==> src/hdl/dlm_pkg.sv <==
// ----------------------------------------------------------------------------
// Dense layer package
// Types, constants and codes shared by the dense layer matrix-vector block.
// ----------------------------------------------------------------------------
package dlm_pkg;

  localparam int DEF_MAX_INPUTS  = 256;
  localparam int DEF_MAX_NEURONS = 64;
  localparam int DEF_DATA_WIDTH  = 16;

  localparam int FRAC_BITS  = 8;
  localparam int OPCODE_W   = 2;
  localparam int ADDR_W     = 14;
  localparam int NIDX_W     = 6;
  localparam int SUM_W      = 32;
  localparam int IC_W       = 9;
  localparam int NC_W       = 7;
  localparam int CFG_IDX_W  = 1;
  localparam int CFG_DATA_W = 9;
  localparam int QUEUE_DEPTH = 4;

  typedef enum logic [OPCODE_W-1:0] {
    OP_WEIGHT = 2'd0,
    OP_BIAS   = 2'd1,
    OP_INPUT  = 2'd2
  } opcode_e;

  typedef enum logic [CFG_IDX_W-1:0] {
    CFG_INPUT_COUNT  = 1'b0,
    CFG_NEURON_COUNT = 1'b1
  } cfg_index_e;

  typedef enum logic [1:0] {
    CMD_WEIGHT,
    CMD_BIAS,
    CMD_INPUT
  } cmd_kind_e;

  // A classified command as it travels from the front end to the back end.
  typedef struct packed {
    cmd_kind_e         kind;
    logic              store;
    logic              go;
    logic [ADDR_W-1:0] addr;
  } cmd_t;

  typedef enum logic [1:0] {
    B_IDLE,
    B_MAC,
    B_DRAIN
  } back_state_e;

endpackage

==> src/hdl/dlm_queue.sv <==
// ----------------------------------------------------------------------------
// Dense layer command queue
// Small FIFO between the front end and the back end.
// ----------------------------------------------------------------------------
module dlm_queue #(
  parameter int WIDTH = 8,
  parameter int DEPTH = dlm_pkg::QUEUE_DEPTH
) (
  input  logic             clk_i,
  input  logic             rst_ni,
  input  logic             push_valid_i,
  output logic             push_ready_o,
  input  logic [WIDTH-1:0] push_data_i,
  output logic             pop_valid_o,
  input  logic             pop_ready_i,
  output logic [WIDTH-1:0] pop_data_o
);

  localparam int PW = (DEPTH > 1) ? $clog2(DEPTH) : 1;
  localparam int CW = $clog2(DEPTH + 1);

  logic [WIDTH-1:0] mem_q [DEPTH];
  logic [PW-1:0]    wr_q, rd_q;
  logic [CW-1:0]    cnt_q;
  logic             do_push, do_pop;

  assign push_ready_o = cnt_q != CW'(DEPTH);
  assign pop_valid_o  = cnt_q != '0;
  assign do_push      = push_valid_i && push_ready_o;
  assign do_pop       = pop_valid_o && pop_ready_i;
  assign pop_data_o   = mem_q[rd_q];

  always_ff @(posedge clk_i or negedge rst_ni) begin
    if (!rst_ni) begin
      wr_q  <= '0;
      rd_q  <= '0;
      cnt_q <= '0;
    end else begin
      if (do_push) begin
        wr_q <= (32'(wr_q) == DEPTH - 1) ? '0 : wr_q + 1'b1;
      end
      if (do_pop) begin
        rd_q <= (32'(rd_q) == DEPTH - 1) ? '0 : rd_q + 1'b1;
      end
      if (do_push && !do_pop) begin
        cnt_q <= cnt_q + 1'b1;
      end else if (do_pop && !do_push) begin
        cnt_q <= cnt_q - 1'b1;
      end
    end
  end

  always_ff @(posedge clk_i) begin
    if (do_push) begin
      mem_q[wr_q] <= push_data_i;
    end
  end

endmodule

==> config.mk <==
export PLATFORM = sky130hd
export DESIGN_NAME = dlm_queue
export DESIGN_NICKNAME = d
export VERILOG_FILES = /design/src/hdl/dlm_pkg.sv /design/src/hdl/dlm_queue.sv
export SDC_FILE = /design/constraint.sdc
export NUM_CORES = 1
export LEC_CHECK = 0
export ABC_CLOCK_PERIOD_IN_PS = 4100
export BUFFER_PORTS_ARGS = -buffer_cell sky130_fd_sc_hd__buf_4
export CELL_PAD_IN_SITES_DETAIL_PLACEMENT = 0
export CELL_PAD_IN_SITES_GLOBAL_PLACEMENT = 1
export CORE_ASPECT_RATIO = 1.5
export CORE_MARGIN = 2
export CORE_UTILIZATION = 40
export CTS_CLUSTER_DIAMETER = 40
export DETAILED_ROUTE_END_ITERATION = 6
export PLACE_DENSITY = 0.77
export SETUP_SLACK_MARGIN = 0.1
export SYNTH_ARGS = -nofsm -noshare
export SYNTH_HDL_FRONTEND = slang
export SYNTH_SLANG_ARGS = --single-unit
==> constraint.sdc <==
create_clock -name clk_i -period 4.1 [get_ports clk_i]
set_input_delay 0.82 -clock clk_i [delete_from_list [all_inputs] [get_ports clk_i]]
set_output_delay 0.82 -clock clk_i [all_outputs]
set_load 0.005 [all_outputs]
==> results.py <==
metrics = {
    "power_and_ir_drop": {
        "p_per_area_mw_per_mm2": 705.8,
        "ir_drop_v": 0.0004356,
        "p_leak_nw": 0.7260,
    },
    "sta": {
        "final.min_clock_period_ns": 2.566,
        "rsz0062_at_grt": "no",
        "setup_ws_ns": 1.534,
        "drv_slew": 0,
        "setup_viol": 0,
        "fin_crit_sh_pct": 62.59,
        "worst_pin_slew_ns": 0.5941,
        "hold_violations": 0,
        "setup_tns_ns": 0,
        "skew_ns": 0.002794,
        "relSlewSlack_pct": 60.39,
        "fmax_mhz": 389.7,
    },
    "global_route": {
        "grt_pass1_wl_um": 3960,
        "grt_max_degree": 13,
        "grt_pass1_vias": 821,
        "antenna_found_initial": 0,
        "grtUsageTotal_pct": 12.28,
        "grt_overflow": 0,
    },
    "finish": {
        "nets": 124,
        "area_growth_pct": 20.19,
        "drive_above_1_share_pct": 42.45,
        "antenna_cells": 0,
        "num-fill-cells": 318,
    },
    "placement": {
        "place_ws_ns": 1.722,
        "io_buffers": 21,
        "finalWeightedCongestion": 0.6644,
        "dp_hpwl_um": 1756,
    },
    "yosys": {
        "synthCells": 79,
        "yosys-top-cells-area": "edfxtp_1 (60%), mux4_2 (11%), dfrtp_1 (11%)",
        "synth_fa_ha_area_share_pct": 5.947,
        "synth-simple-area-share_pct": 4.147,
        "syn-mean-instance-area_um2": 20.24,
        "muxShareOfSynthArea_pct": 15.26,
        "yosys.area.top_type": "edfxtp_1",
        "yosys.area.top_type_share_pct": 60.09,
        "synth_compound_area_share_pct": 0.7042,
        "syn-cell-area_mm2": 0.001599,
        "synth_top_family_by_area": "multiplexers",
        "ys_ff_latch": 39,
        "syn_nets": 98,
        "yosys_warnings": 0,
        "ys_seq_area_share_pct": 71.05,
        "ys_types": 18,
        "synth_xor_area_share_pct": 1.643,
    },
    "drt": {
        "wl_per_cell_um": 15.86,
        "viasPerCell": 4.954,
        "via_count": 748,
        "ant_nets": 0,
        "drtPass1Iterations": 4,
        "drc": 0,
        "drt_iter0_drc": 13,
        "routed_wl_um": 2395,
    },
    "floorplanning": {
        "fp.dieW_um": 55.63,
        "core_area_mm2": 0.003889,
        "die_area_mm2": 0.004530,
        "rows": 28,
        "start_util_pct": 41.12,
        "die_height_um": 81.44,
        "num_io_pins": 22,
    },
    "setup_path": {
        "cpMaxStageDelayCell": "dfrtp_1",
        "r2r-start": "cnt_q[0]$_DFFE_PN0P_",
        "critPathMaxFanout": 11,
        "r2r_setup_slack_ns": 2.02,
        "worstPathArrival_ns": 1.75,
        "crit_type": "reg -> out",
        "cp.required_ns": 3.28,
        "r2r_end": "cnt_q[2]$_DFFE_PN0P_",
        "critPathCaptureType": "primary output",
        "r2r_cells": 8,
        "cpPeakStageDelay_ns": 0.72,
        "crit_path_start_kind": "flop",
        "cp_cell_sequence": "mux4_2, buf_4",
    },
    "clock_tree": {
        "cts_made_buffers": 5,
        "clk_latency_ns": 0.28,
        "hold_buffers": 0,
        "cts.clk_slew.worst_paths_ns": 0.07,
        "cts_max_level": 2,
        "tritoncts": "built",
        "clock_sinks": 39,
        "cts_resized": 0,
        "cts_buffer_depth": 2,
        "postCtsSetupBuffers": 0,
        "cts_root_buf": "clkbuf_8",
    },
    "hold_path": {
        "min_path_type": "in -> async",
    },
    "run_status": {
        "status": "complete, no violations",
    },
    "run": {
        "drv_cap": 0,
    },
}
-- worst max-delay path, delay by kind of cell, from the launching register on --
| kind | cells | cell delay (ns) |
|---|---|---|
| buffers and inverters | 1 | 0.15 |
| muxes | 1 | 0.59 |
| DFF | 1 | 0.72 |
-- through the flow --
step | total power, mW | util, % | area, µm² | instances | hold WS, ns
finish | 1.356 | 49.42 | 1922 | 151 | 0.3297
global route | 1.438 | 49.42 | 1922 | 151 | 0.3245
CTS | 1.381 | 49.42 | 1922 | 151 | 0.3198
detailed placement | 1.061 | 46.40 | 1804 | 143 | 0.5385
global placement | 1.037 | 46.40 | 1804 | 143 | 0.5314
floorplan | 0.8908 | - | 1599 | 79 | 0.5004
-- how the worst max path moves through the flow --
stage / slack (ns) / start / end
final: 1.53 / rd_q[0]$_DFFE_PN0P_ / pop_data_o[4]
after global routing: 1.42 / rd_q[0]$_DFFE_PN0P_ / pop_data_o[4]
after CTS: 1.47 / rd_q[0]$_DFFE_PN0P_ / pop_data_o[4]
after detailed placement: 1.72 / push_valid_i / cnt_q[2]$_DFFE_PN0P_
after global placement: 1.77 / push_valid_i / cnt_q[2]$_DFFE_PN0P_
after floorplan: 1.97 / push_valid_i / cnt_q[2]$_DFFE_PN0P_
-- synth_stat cells, drive strengths merged --
cell	n
a21boi	1
and2	4
buf	1
clkbuf	1
dfrtp	7
edfxtp	32
fa	1
ha	6
inv	3
mux2	5
mux4	8
nand2	2
nor2	4
or3	1
xnor2	1
xor2	2
-- logic make-up after synthesis --
kind of cell | Yosys count
and+or+nand+nor | 11
xor gates and xnor gates | 3
AOI/OAI and AO/OA | 1
muxes | 13
DFF | 39
adders and majority gates | 7
buffers and inverters | 5
-- state kept, by name (all words and copies together), names as in the netlist --
signal	count
cnt_q	3
rd_q	2
mem_q	32
wr_q	2
-- metal layers --
| layer | track usage (%) | vias up | part of all wire [%] |
|---|---|---|---|
| met2 | 21.67 | 19 | 54 |
| met4 | 7.317 | 0 | 2.4 |
| met5 | 0 | - | 0 |
| li1 | - | 350 | - |
| met3 | 4.094 | 7 | 5.1 |
| met1 | 12.67 | 372 | 38 |
-- final cells by class --
| class | instances | area [µm²] | area share (%) |
|---|---|---|---|
| sequential | 39 | 1136 | 59.11 |
| multi-input combinational | 35 | 442.9 | 23.05 |
| timing repair buffer | 21 | 157.7 | 8.203 |
| clock buffer | 6 | 82.58 | 4.297 |
| tap | 45 | 56.30 | 2.930 |
| clock inverter | 2 | 35.03 | 1.823 |
| inverter | 3 | 11.26 | 0.5859 |
-- where the power goes --
part	internal, mW	total (mW)	switching (mW)
Combinational	0.254	0.408	0.154
Clock	0.197	0.320	0.124
Sequential	0.537	0.628	0.0916
Total	0.988	1.36	0.369
-- placed cells by master (no fill, tap or decap) --
master     instances
inv_1              3
nand2_1            1
xor2_1             2
clkbuf_8           6
nand2_4            1
mux2_2             3
ha_1               6
or3_4              1
clkinv_2           1
buf_4             21
xnor2_1            1
a21boi_2           1
mux2_4             2
nor2_1             4
edfxtp_1          32
bufinv_16          1
and2_1             4
mux4_2             8
dfrtp_1            7
fa_1               1
Note: power is estimated with default switching activity, not from simulation.
