### config.mk
export PLATFORM = sky130hd
export DESIGN_NAME = dlm_front_flat
export DESIGN_NICKNAME = d
export VERILOG_FILES = /design/src/hdl/dlm_pkg.sv /design/src/hdl/dlm_if.sv /design/src/hdl/dlm_front.sv /design/src/flat_wrapper.sv
export SDC_FILE = /design/constraint.sdc
export NUM_CORES = 1
export LEC_CHECK = 0
export BUFFER_PORTS_ARGS = -buffer_cell sky130_fd_sc_hd__buf_2
export CORE_MARGIN = 4
export CORE_UTILIZATION = 40
export DETAILED_ROUTE_END_ITERATION = 8
export GPL_TIMING_DRIVEN = 0
export PLACE_DENSITY = 0.76
export SYNTH_ARGS = -nofsm -noshare
export SYNTH_HDL_FRONTEND = slang
export SYNTH_SLANG_ARGS = --single-unit
export TNS_END_PERCENT = 50
### constraint.sdc
create_clock -name clk_i -period 2.2 [get_ports clk_i]
set_input_delay 0.44 -clock clk_i [delete_from_list [all_inputs] [get_ports clk_i]]
set_output_delay 0.44 -clock clk_i [all_outputs]
set_load 0.01 [all_outputs]
### src/hdl/dlm_pkg.sv
// ----------------------------------------------------------------------------
// Dense layer package
// Types, constants and codes shared by the dense layer matrix-vector block.
// ----------------------------------------------------------------------------
package dlm_pkg;

  localparam int DEF_MAX_INPUTS  = 256;
  localparam int DEF_MAX_NEURONS = 64;
  localparam int DEF_DATA_WIDTH  = 16;

  localparam int FRAC_BITS  = 8;
  localparam int OPCODE_W   = 2;
  localparam int ADDR_W     = 14;
  localparam int NIDX_W     = 6;
  localparam int SUM_W      = 32;
  localparam int IC_W       = 9;
  localparam int NC_W       = 7;
  localparam int CFG_IDX_W  = 1;
  localparam int CFG_DATA_W = 9;
  localparam int QUEUE_DEPTH = 4;

  typedef enum logic [OPCODE_W-1:0] {
    OP_WEIGHT = 2'd0,
    OP_BIAS   = 2'd1,
    OP_INPUT  = 2'd2
  } opcode_e;

  typedef enum logic [CFG_IDX_W-1:0] {
    CFG_INPUT_COUNT  = 1'b0,
    CFG_NEURON_COUNT = 1'b1
  } cfg_index_e;

  typedef enum logic [1:0] {
    CMD_WEIGHT,
    CMD_BIAS,
    CMD_INPUT
  } cmd_kind_e;

  // A classified command as it travels from the front end to the back end.
  typedef struct packed {
    cmd_kind_e         kind;
    logic              store;
    logic              go;
    logic [ADDR_W-1:0] addr;
  } cmd_t;

  typedef enum logic [1:0] {
    B_IDLE,
    B_MAC,
    B_DRAIN
  } back_state_e;

endpackage

### src/hdl/dlm_if.sv
// ----------------------------------------------------------------------------
// Dense layer channels
// Valid/ready channels for the input items and the neuron results.
// ----------------------------------------------------------------------------
interface dlm_in_if #(
  parameter int DATA_WIDTH = dlm_pkg::DEF_DATA_WIDTH
);
  logic                          valid;
  logic                          ready;
  logic [dlm_pkg::OPCODE_W-1:0]  opcode;
  logic [dlm_pkg::ADDR_W-1:0]    address;
  logic signed [DATA_WIDTH-1:0]  value;
  logic                          last;

  modport source (output valid, opcode, address, value, last, input ready);
  modport sink   (input valid, opcode, address, value, last, output ready);
endinterface


### src/hdl/dlm_front.sv
// ----------------------------------------------------------------------------
// Dense layer front end
// Accepts input items, decodes the opcode and range-checks the address.
// ----------------------------------------------------------------------------
module dlm_front #(
  parameter int DATA_WIDTH  = dlm_pkg::DEF_DATA_WIDTH,
  parameter int MAX_INPUTS  = dlm_pkg::DEF_MAX_INPUTS,
  parameter int MAX_NEURONS = dlm_pkg::DEF_MAX_NEURONS
) (
  input  logic                  clk_i,
  input  logic                  rst_ni,
  dlm_in_if.sink                in_ch,
  output logic                  push_valid_o,
  input  logic                  push_ready_i,
  output dlm_pkg::cmd_t         push_cmd_o,
  output logic [DATA_WIDTH-1:0] push_value_o
);

  localparam int WDEPTH = MAX_INPUTS * MAX_NEURONS;

  logic                  vld_q;
  dlm_pkg::cmd_t         cmd_q, cmd_d;
  logic [DATA_WIDTH-1:0] val_q;
  logic                  keep;

  assign in_ch.ready = !vld_q || push_ready_i;

  always_comb begin
    cmd_d      = '0;
    cmd_d.addr = in_ch.address;
    keep       = 1'b1;
    unique case (dlm_pkg::opcode_e'(in_ch.opcode))
      dlm_pkg::OP_WEIGHT: begin
        cmd_d.kind  = dlm_pkg::CMD_WEIGHT;
        cmd_d.store = 32'(in_ch.address) < 32'(WDEPTH);
      end
      dlm_pkg::OP_BIAS: begin
        cmd_d.kind  = dlm_pkg::CMD_BIAS;
        cmd_d.store = 32'(in_ch.address) < 32'(MAX_NEURONS);
      end
      dlm_pkg::OP_INPUT: begin
        cmd_d.kind  = dlm_pkg::CMD_INPUT;
        cmd_d.store = 32'(in_ch.address) < 32'(MAX_INPUTS);
        cmd_d.go    = in_ch.last;
      end
      // The unused opcode is taken and dropped.
      default: keep = 1'b0;
    endcase
  end

  always_ff @(posedge clk_i or negedge rst_ni) begin
    if (!rst_ni) begin
      vld_q <= 1'b0;
    end else if (in_ch.ready) begin
      vld_q <= in_ch.valid && keep;
    end
  end

  always_ff @(posedge clk_i) begin
    if (in_ch.ready && in_ch.valid) begin
      cmd_q <= cmd_d;
      val_q <= in_ch.value;
    end
  end

  assign push_valid_o = vld_q;
  assign push_cmd_o   = cmd_q;
  assign push_value_o = val_q;

endmodule

### src/flat_wrapper.sv
// flat-port wrapper written by rule: the top's interface ports become plain ports
module dlm_front_flat 
#(
  parameter int DATA_WIDTH  = dlm_pkg::DEF_DATA_WIDTH,
  parameter int MAX_INPUTS  = dlm_pkg::DEF_MAX_INPUTS,
  parameter int MAX_NEURONS = dlm_pkg::DEF_MAX_NEURONS
)
  (clk_i, rst_ni, push_valid_o, push_ready_i, push_cmd_o, push_value_o, in_ch_valid, in_ch_opcode, in_ch_address, in_ch_value, in_ch_last, in_ch_ready);
  dlm_in_if #(.DATA_WIDTH(DATA_WIDTH)) in_ch_i ();
  input  logic clk_i;
  input  logic rst_ni;
  output logic push_valid_o;
  input  logic push_ready_i;
  output dlm_pkg::cmd_t push_cmd_o;
  output logic [DATA_WIDTH-1:0] push_value_o;
  input wire logic [$bits(in_ch_i.valid)-1:0] in_ch_valid;
  input wire logic [$bits(in_ch_i.opcode)-1:0] in_ch_opcode;
  input wire logic [$bits(in_ch_i.address)-1:0] in_ch_address;
  input wire logic [$bits(in_ch_i.value)-1:0] in_ch_value;
  input wire logic [$bits(in_ch_i.last)-1:0] in_ch_last;
  output wire logic [$bits(in_ch_i.ready)-1:0] in_ch_ready;
  assign in_ch_i.valid = in_ch_valid;
  assign in_ch_i.opcode = in_ch_opcode;
  assign in_ch_i.address = in_ch_address;
  assign in_ch_i.value = in_ch_value;
  assign in_ch_i.last = in_ch_last;
  assign in_ch_ready = in_ch_i.ready;
  dlm_front #(.DATA_WIDTH(DATA_WIDTH), .MAX_INPUTS(MAX_INPUTS), .MAX_NEURONS(MAX_NEURONS)) u_core (.clk_i(clk_i), .rst_ni(rst_ni), .in_ch(in_ch_i), .push_valid_o(push_valid_o), .push_ready_i(push_ready_i), .push_cmd_o(push_cmd_o), .push_value_o(push_value_o));
endmodule
==> results of run 1 <==
## worst max-delay path, stage by stage, from the launching register on
cell,delay (ps)
sky130_fd_sc_hd__dfrtp_1,400
sky130_fd_sc_hd__nand2b_1,100
sky130_fd_sc_hd__and2_2,640
## cell type report
class	count	area [µm²]
clock buffer	5	37.5
clock inverter	3	38.8
timing repair buffer	73	370
tap	30	37.5
multi-input combinational	14	82.6
sequential	35	1050
fill	198	977
## kinds of logic after synthesis
family           after synthesis  synth area share
AO/OA/AOI/OAI                  2            0.0111
flip-flops                    35             0.928
AND/OR/NAND/NOR               12            0.0610
## path summary, 6_finish.rpt
kind	startpoint	endpoint	slack, ps	cells past startpoint
worst max-delay path	u_core.push_valid_o$_DFFE_PN0N_	u_core.push_cmd_o[1]$_DFFE_PP_	690	2
worst min-delay path	in_ch_value[11]	u_core.push_value_o[11]$_DFFE_PP_	270	1
worst max register to register	u_core.push_valid_o$_DFFE_PN0N_	u_core.push_cmd_o[1]$_DFFE_PP_	690	2
worst min register to register	u_core.push_valid_o$_DFFE_PN0N_	u_core.push_valid_o$_DFFE_PN0N_	530	2
max in group asynchronous	rst_ni	u_core.push_valid_o$_DFFE_PN0N_	1710	2
min in group asynchronous	rst_ni	u_core.push_valid_o$_DFFE_PN0N_	410	2
## state kept, by name, summed over array words and instances (netlist names)
| register | count |
|---|---|
| u_core.push_value_o | 16 |
| u_core.push_cmd_o | 18 |
| u_core.push_valid_o | 1 |
## routing by layer
| layer | GRT usage | routed length (µm) | vias to the layer above | share of wire |
|---|---|---|---|---|
| met5 | 0 | 0 | - | 0 |
| met4 | 0.0836 | 46 | 0 | 0.021 |
| met3 | 0.0671 | 420 | 8 | 0.19 |
| met2 | 0.208 | 1050 | 53 | 0.48 |
| met1 | 0.117 | 680 | 319 | 0.31 |
| li1 | - | - | 348 | - |
## per-stage QoR
stage / setup WS [ps] / std cells
floorplan: 321 / 49
global placement: 110 / 151
detailed placement: 31.7 / 151
CTS: 191 / 160
global route: 572 / 160
finish: 695 / 160
## timing repair
action | in CTS | in global routing
resized for setup | 0 | 0
hold buffers | 1 | 0
buffers inserted | 0 | 0
endpoints found under the setup margin | 0 | 0
hold endpoints to repair | 1 | 0
## power by group through the flow
stage / Combinational (mW) / Clock [mW] / Sequential, mW
after floorplan: 0.0212 / 0 / 0.828
after global placement: 0.118 / 0 / 0.803
after detailed placement: 0.122 / 0 / 0.804
after CTS: 0.124 / 0.446 / 0.789
after global routing: 0.135 / 0.472 / 0.792
final: 0.121 / 0.434 / 0.788
## synthesized netlist by cell type
master / n / area [µm²]
sky130_fd_sc_hd__o21ai_1: 1 / 5.00
sky130_fd_sc_hd__nor3_1: 1 / 5.00
sky130_fd_sc_hd__a21boi_1: 1 / 7.51
sky130_fd_sc_hd__nor2b_1: 2 / 12.5
sky130_fd_sc_hd__and2_1: 2 / 12.5
sky130_fd_sc_hd__dfrtp_1: 1 / 25.0
sky130_fd_sc_hd__nand2_1: 3 / 11.3
sky130_fd_sc_hd__nor4_2: 1 / 12.5
sky130_fd_sc_hd__nand2b_1: 1 / 6.26
sky130_fd_sc_hd__nand3_1: 1 / 5.00
sky130_fd_sc_hd__nor2_1: 1 / 3.75
sky130_fd_sc_hd__edfxtp_1: 34 / 1020
==> metrics.yaml, run 1 <==
status: "complete, no violations"
register_bit_total_from_synthesis: 35
layout-drive-gt1-share: 0.623
fp.coreArea_mm2: 0.00259
max_freq_mhz: 664
mostFrequentLayoutCell: "sky130_fd_sc_hd__buf_2"
cts.root.buffer_cell: "sky130_fd_sc_hd__clkbuf_4"
h-tree-depth: 2
clock_tree.buffer_depth: 2
design.portCount: 73
clock_skew_after_layout_ps: 7.49
max_slew.worst_pin.slew_ps: 740
critical_path_arrival_ps: 1470
die_x_um: 61.1
floorplan.die.height_um: 61.1
grt_setup_unrepaired: "false"
yosys_warnings: 0
finalSetupViolations: 0
grt_antenna_before_repair: 0
postSynthCellCount: 49
post_drt_via_cell_ratio: 4.55
grt_pass1_wl_um: 3150
power.total_mw: 1.34
max-cap-violations: 0
via_count: 728
syn_area_mm2: 0.00113
setup.worst_path.class: "reg -> reg"
initialDrtViolationCount: 41
share_comb_of_total_power: 0.090
final_period_minus_worst_setup_slack_ps: 1510
number_of_pins_with_negative_max_slew_slack_in_the_final_report: 0
cp-start-kind: "register"
mean_routed_wirelength_per_cell_um: 13.8
fin_worst_hold_slack_ps: 275
final_antenna_net_count: 0
die-area_mm2: 0.00373
slew_headroom: 0.507
critical_path.endpoint_type: "register"
post_synth.cell_area_avg_um2: 23.0
cts_buffers: 5
io_buffers: 72
powerDensity_mw_per_mm2: 833
hold_removal_path_class: "in -> reg"
routed_wl_um: 2200
total_nets_after_synthesis: 86
design_area_mm2: 0.00161
grt_start_max_net_pins: 35
initial_standard_cell_utilization_of_the_core: 0.435
timing.final.hold_violations: 0
place.gp.congestion: 0.620
utilization: 0.623
power.ir.vdd_worst_mv: 0.627
detail_route.drc_violations: 0
power_switching_mw: 0.276
cts_num_sinks: 35
diodes: 0
rows: 18
cts_tree: "done"
clkTransAtPathRegs_ps: 110
crit_required_ps: 2160
final_net_count: 166
setup_tns_ps: 0
dr.pass1.iters: 2
grtUsageTotal: 0.125
power.share.switching: 0.206
postPlaceCellArea_mm2: 0.00153
p_seq_frac: 0.586
layout.cells.most_common_list: "72 x sky130_fd_sc_hd__buf_2, 34 x sky130_fd_sc_hd__edfxtp_1, 5 x sky130_fd_sc_hd__clkbuf_4"
grt_pass1_vias: 703
p_clk_frac: 0.323
synthDistinctLibCells: 12
timing.critical_path.fanout_max: 34
clkLatencyLatePin_ps: 330
p_int_mw: 1.07
globalRoute.totalOverflow: 0
cellLeakagePower_nw: 0.699
area_growth_syn_to_layout_pct: 43.1
synth-seq-area-share: 0.928
post-route-period-util: 0.684
Power figures use the tool's default switching activity.
==> run 2: changes to the inputs <==
==> constraint.sdc (replaced) <==
create_clock -name clk_i -period 1.5 [get_ports clk_i]
set_input_delay 0.3 -clock clk_i [delete_from_list [all_inputs] [get_ports clk_i]]
set_output_delay 0.3 -clock clk_i [all_outputs]
set_load 0.01 [all_outputs]
==> run 2 against run 1 <==
  * Register-to-register slack got worse by 470 ps
  * Sequential power increased by 47%
  * Cell count decreased by 0.63%
  * Combinational power is 48% higher
  * Cell area decreased by 1.8%
  * Global-route usage is 0.14 points higher
  * Clock skew decreased by 4.5 ps
  * Sequential cell count did not move
  * Non-clock buffer count unchanged
  * Setup slack worse by 470 ps
  * Count of clock-buffer cells in the layout is the same
  * Worst hold slack got worse by 120 ps
  * Highest routed layer unchanged
==> metrics.yaml, run 2 (synthesized netlist as in run 1, its figures left out) <==
mostFrequentLayoutCell: "sky130_fd_sc_hd__buf_2"
finalWorstSetupSlack_ps: 228
cts_buffers: 5
initialDrtViolationCount: 23
die-area_mm2: 0.00373
number_of_pins_with_negative_max_slew_slack_in_the_final_report: 0
powerDensity_mw_per_mm2: 1120
grt_antenna_before_repair: 0
layout.cells.most_common_list: "72 x sky130_fd_sc_hd__buf_2, 34 x sky130_fd_sc_hd__edfxtp_1, 5 x sky130_fd_sc_hd__clkbuf_4"
design_area_mm2: 0.00158
max_freq_mhz: 786
design.portCount: 73
post_layout_nonfiller_instances: 159
critical_path_arrival_ps: 1250
final_period_minus_worst_setup_slack_ps: 1270
final_antenna_net_count: 0
multi_input_combinational_cell_area_um2: 83.8
power_switching_mw: 0.384
p_seq_frac: 0.652
cts_tree: "done"
timing.final.hold_violations: 0
post-route-period-util: 0.848
status: "complete, no violations"
placed_cells_incl_taps: 151
postPlaceCellArea_mm2: 0.00153
h-tree-depth: 2
clkLatencyLatePin_ps: 320
slew_headroom: 0.714
final_net_count: 166
power.ir.vdd_worst_mv: 0.815
grtUsageTotal: 0.126
globalRoute.totalOverflow: 0
crit_start: "u_core.push_valid_o$_DFFE_PN0N_"
mean_routed_wirelength_per_cell_um: 14.3
grt_pass1_vias: 692
fin_worst_hold_slack_ps: 153
share_comb_of_total_power: 0.101
cp-start-kind: "register"
postCtsSetupBuffers: 0
max_slew.worst_pin.slew_ps: 429
post_drt_via_cell_ratio: 4.67
floorplan.die.height_um: 61.1
flip_flop_count_of_the_largest_register_after_layout: 18
hold_path_startpoint: "in_ch_value[7]"
grt_start_max_net_pins: 35
critical_path.endpoint_type: "register"
final.fill_count: 199
utilization: 0.612
via_count: 743
p_clk_frac: 0.247
p_int_mw: 1.39
finalSetupViolations: 0
max-cap-violations: 0
area_growth_syn_to_layout_pct: 40.5
place.gp.congestion: 0.702
hold_removal_path_class: "in -> reg"
worst_r2r_startpoint: "u_core.push_valid_o$_DFFE_PN0N_"
cts_num_sinks: 35
power.share.switching: 0.216
rows: 18
crit_required_ps: 1480
dr.pass1.iters: 2
detail_route.drc_violations: 0
diodes: 0
cellLeakagePower_nw: 0.686
die_x_um: 61.1
dp_slack_ps: -59.7
path_cells: "nand2b_1 -> and2_4"
register_area_mm2: 0.00105
timing.critical_path.fanout_max: 34
clock_tree.buffer_depth: 2
io_buffers: 72
clock_skew_after_layout_ps: 3.01
routed_wl_um: 2280
clkTransAtPathRegs_ps: 90
grt_setup_unrepaired: "false"
grt_pass1_wl_um: 3220
crit_slowest_cell: "sky130_fd_sc_hd__and2_4"
cts.root.buffer_cell: "sky130_fd_sc_hd__clkbuf_4"
setup.worst_path.class: "reg -> reg"
layout-drive-gt1-share: 0.620
worst_path_largest_cell_delay_ps: 430
initial_standard_cell_utilization_of_the_core: 0.435
fp.coreArea_mm2: 0.00259
-- run 2: changes by cell type in the layout (fill, tap and decap cells not counted) --
cell / delta
sky130_fd_sc_hd__and2_2: -1
sky130_fd_sc_hd__and2_4: +1
sky130_fd_sc_hd__bufinv_16: -1
-- run 2: routing by layer --
metal	track usage	share of wire	up-vias
li1	-	-	348
met1	0.130	0.31	339
met2	0.215	0.49	50
met3	0.0524	0.17	6
met4	0.0743	0.018	0
met5	0	0	-
-- run 2: worst max-delay path: cells and delay by family (launching register included) --
kind             cells  cell delay [ps]
flip-flops           1              380
AND/OR/NAND/NOR      2              540
-- run 2: final timing paths --
path,slack (ps),end,depth (start not counted)
max in group asynchronous,1090,u_core.push_valid_o$_DFFE_PN0N_,2
worst min-delay path,150,u_core.push_value_o[7]$_DFFE_PP_,1
worst max register to register,230,u_core.push_value_o[8]$_DFFE_PP_,2
worst min register to register,520,u_core.push_valid_o$_DFFE_PN0N_,2
worst max-delay path,230,u_core.push_value_o[8]$_DFFE_PP_,2
min in group asynchronous,330,u_core.push_valid_o$_DFFE_PN0N_,2
-- run 2: timing repair --
action,in CTS,in global routing
setup endpoints to repair,34,0
hold buffers,1,0
hold endpoints to repair,1,0
gates resized for setup,1,0
-- run 2: metrics by stage --
step | power, mW | setup TNS [ps]
4_1_cts | 1.80 | 0
6_report | 1.77 | 0
3_5_place_dp | 1.36 | -1990
2_1_floorplan | 1.24 | 0
5_1_grt | 1.86 | 0
3_3_place_gp | 1.35 | -772
-- run 2: layout make-up --
cell class / instances / share of cell area
clock inverters: 2 / 0.00553
clock buffers: 5 / 0.0237
well taps: 30 / 0.0237
repair buffers: 73 / 0.234
flip-flops and latches: 35 / 0.660
multi-input cells: 14 / 0.0529
-- run 2: power groups by stage --
stage	sequential (mW)	clock, mW	combinational, mW
after floorplan	1.21	0	0.0317
after global placement	1.18	0	0.174
after detailed placement	1.18	0	0.180
after CTS	1.16	0.457	0.184
after global routing	1.16	0.496	0.200
final	1.16	0.438	0.179
==> run 3: changes to the inputs <==
--- a/config.mk
+++ b/config.mk
@@ -5,12 +5,13 @@
 export SDC_FILE = /design/constraint.sdc
 export NUM_CORES = 1
 export LEC_CHECK = 0
+export ABC_AREA = 1
 export BUFFER_PORTS_ARGS = -buffer_cell sky130_fd_sc_hd__buf_2
 export CORE_MARGIN = 4
-export CORE_UTILIZATION = 40
+export CORE_UTILIZATION = 37
 export DETAILED_ROUTE_END_ITERATION = 8
 export GPL_TIMING_DRIVEN = 0
-export PLACE_DENSITY = 0.76
+export PLACE_DENSITY = 0.74
 export SYNTH_ARGS = -nofsm -noshare
 export SYNTH_HDL_FRONTEND = slang
 export SYNTH_SLANG_ARGS = --single-unit
==> constraint.sdc (replaced) <==
create_clock -name clk_i -period 1.15 [get_ports clk_i]
set_input_delay 0.23 -clock clk_i [delete_from_list [all_inputs] [get_ports clk_i]]
set_output_delay 0.23 -clock clk_i [all_outputs]
set_load 0.01 [all_outputs]
==> run 3 against run 2 <==
  * The flow now finishes with violations (setup timing)
  * Non-clock buffer count is 4 higher
  * Setup slack worse by 300 ps
  * Critical path type is now reg -> out
  * Count of clock-buffer cells in the layout stayed put
  * Sequential share of layout area is 3.7 points lower
  * Utilization is 2.3 points lower
==> metrics.yaml, run 3 <==
crit_required_ps: 920
power.ir.vdd_worst_mv: 0.579
grt_pass1_vias: 791
final_period_minus_worst_setup_slack_ps: 1220
grt_setup_unrepaired: "true"
cp-start-kind: "register"
hpwl_um: 1800
cts_num_sinks: 35
final.fill_count: 233
clkLatencyLatePin_ps: 320
rows: 19
max_slew.worst_pin.slew_ps: 241
post_drt_via_cell_ratio: 4.53
largest_family_of_logic_cells_by_synthesized_area: "simple AND/OR/NAND/NOR gates"
post_synth_mux_area_share: 0
share_comb_of_total_power: 0.117
mean_routed_wirelength_per_cell_um: 14.4
cts_tree: "done"
total_nets_after_synthesis: 94
max-cap-violations: 0
post_synth_xor_area_fraction: 0
p_int_mw: 1.84
finalWorstSetupSlack_ps: -73.4
grt_start_max_net_pins: 18
cellLeakagePower_nw: 0.759
die_x_um: 63.5
p_clk_frac: 0.241
critical_path_arrival_ps: 990
flip_flop_count_of_the_largest_register_after_layout: 18
layout.cells.most_common_list: "71 x sky130_fd_sc_hd__buf_2, 34 x sky130_fd_sc_hd__edfxtp_1, 7 x sky130_fd_sc_hd__nand2_1"
initialDrtViolationCount: 52
mostFrequentLayoutCell: "sky130_fd_sc_hd__buf_2"
p_seq_frac: 0.642
postSynthCellCount: 57
setup_tns_ps: -117
clock_skew_after_layout_ps: 5.75
grt_antenna_before_repair: 0
max_freq_mhz: 817
timing.critical_path.fanout_max: 4
diodes: 0
clock_tree.buffer_depth: 2
final_net_count: 179
number_of_pins_with_negative_max_slew_slack_in_the_final_report: 0
yosys_warnings: 0
post-synth-top-area-fraction: 0.897
yosys.area_share.simple: 0.0571
cts_buffers: 5
synth_compound_gate_area_share: 0.0110
register_bit_total_from_synthesis: 35
post_synth.cell_area_avg_um2: 20.0
design.portCount: 73
synthFlopType: "sky130_fd_sc_hd__edfxtp_1"
synth_area_leader_cell: "sky130_fd_sc_hd__edfxtp_1"
via_count: 784
final_antenna_net_count: 0
floorplan.die.height_um: 63.5
area_growth_syn_to_layout_pct: 47.6
h-tree-depth: 2
initial_standard_cell_utilization_of_the_core: 0.399
design_area_mm2: 0.00168
io_buffers: 72
synth_most_common_cell: "sky130_fd_sc_hd__edfxtp_1"
timing.final.hold_violations: 0
cts.root.buffer_cell: "sky130_fd_sc_hd__clkbuf_4"
detail_route.drc_violations: 0
power_switching_mw: 0.519
fp.coreArea_mm2: 0.00285
finalSetupViolations: 2
synthDistinctLibCells: 9
post-route-period-util: 1.06
status: "finished, violations left"
grtUsageTotal: 0.131
share_of_flip_flops_with_an_asynchronous_set_or_reset_after_synthesis: 0.0286
synth.top_cells.by_count: "34 x sky130_fd_sc_hd__edfxtp_1, 8 x sky130_fd_sc_hd__nand2_1, 6 x sky130_fd_sc_hd__nor2_1, 4 x sky130_fd_sc_hd__inv_1"
post_synth_fa_ha_maj_area_fraction: 0
globalRoute.totalOverflow: 0
die-area_mm2: 0.00403
slew_headroom: 0.839
layout-drive-gt1-share: 0.606
powerDensity_mw_per_mm2: 1400
power.share.switching: 0.220
grt_pass1_wl_um: 3790
critical_path.endpoint_type: "primary output"
routed_wl_um: 2490
dr.pass1.iters: 5
hold_removal_path_class: "in -> reg"
post_synth_main_area_contributors: "sky130_fd_sc_hd__edfxtp_1 90%, sky130_fd_sc_hd__nand2_1 2.6%, sky130_fd_sc_hd__dfrtp_1 2.2%, sky130_fd_sc_hd__nor2_1 2.0%, sky130_fd_sc_hd__inv_1 1.3%"
synth-seq-area-share: 0.919
synth_enable_flop_cells: 34
clkTransAtPathRegs_ps: 90
place.gp.congestion: 0.647
postPlaceCellArea_mm2: 0.00155
syn_area_mm2: 0.00114
setup.worst_path.class: "reg -> out"
failing_checks: "setup timing"
run 3: cell types whose count changed after synthesis, sizes merged, moves of 2 or more:
cell	delta
and2	-2
inv	+4
nand2	+5
nor2	+5
nor2b	-2
run 3: final timing paths:
kind / start / to / slack [ps] / cells after the start
max in group asynchronous: rst_ni / u_core.push_valid_o$_DFFE_PN0N_ / 850 / 2
hold reg to reg: u_core.push_valid_o$_DFFE_PN0N_ / u_core.push_valid_o$_DFFE_PN0N_ / 650 / 2
setup / recovery: u_core.push_valid_o$_DFFE_PN0N_ / in_ch_ready / -70 / 2
min in group asynchronous: rst_ni / u_core.push_valid_o$_DFFE_PN0N_ / 200 / 2
setup reg to reg: u_core.push_valid_o$_DFFE_PN0N_ / u_core.push_value_o[13]$_DFFE_PP_ / 20 / 2
hold / removal: in_ch_value[0] / u_core.push_value_o[0]$_DFFE_PP_ / 80 / 1
run 3: logic make-up after synthesis:
group | after synthesis
AO/OA/AOI/OAI | 2
buffers and inverters | 4
flip-flops | 35
AND/OR/NAND/NOR | 16
run 3: timing repair:
action / in CTS / in global routing
buffers inserted: 4 / 0
pin swaps: 3 / 0
hold endpoints to repair: 1 / 0
endpoints found under the setup margin: 36 / 9
resized for setup: 1 / 3
gates cloned: 1 / 0
hold buffers: 1 / 0
run 3: cell type report:
type / count / area, µm² / area share
clock buffer: 5 / 37.5 / 0.0223
clock inverter: 2 / 8.76 / 0.00521
inverter: 4 / 15.0 / 0.00894
multi-input combinational: 19 / 110 / 0.0655
sequential: 35 / 1050 / 0.623
tap: 31 / 38.8 / 0.0231
timing repair buffer: 77 / 423 / 0.252
run 3: power groups by stage:
stage	clock network, mW	registers (mW)	logic, mW
finish	0.569	1.51	0.276
global route	0.668	1.52	0.300
CTS	0.598	1.51	0.273
detailed placement	0	1.54	0.239
global placement	0	1.54	0.232
floorplan	0	1.59	0.0474
run 3: stage by stage:
stage	power [mW]	cells	hold WS (ps)	util	worst slack, ps
after floorplan	1.63	57	-65.6	-	-322
after global placement	1.77	160	5.15	0.543	-452
after detailed placement	1.78	160	6.69	0.543	-497
after CTS	2.38	173	60.2	0.585	-107
after global routing	2.49	173	41.6	0.589	-125
final	2.36	173	77.6	0.589	-73.4
run 3: worst max-delay path, stage by stage, from the launching register on:
cell	delay [ps]
sky130_fd_sc_hd__dfrtp_2	480
sky130_fd_sc_hd__nand2_2	90
sky130_fd_sc_hd__buf_6	100
run 3: metal layers:
metal	track usage	wire, µm	part of all wire
met2	0.219	1220	0.49
met5	0	0	0
met3	0.0782	356	0.14
met1	0.127	875	0.35
met4	0.0647	34	0.014
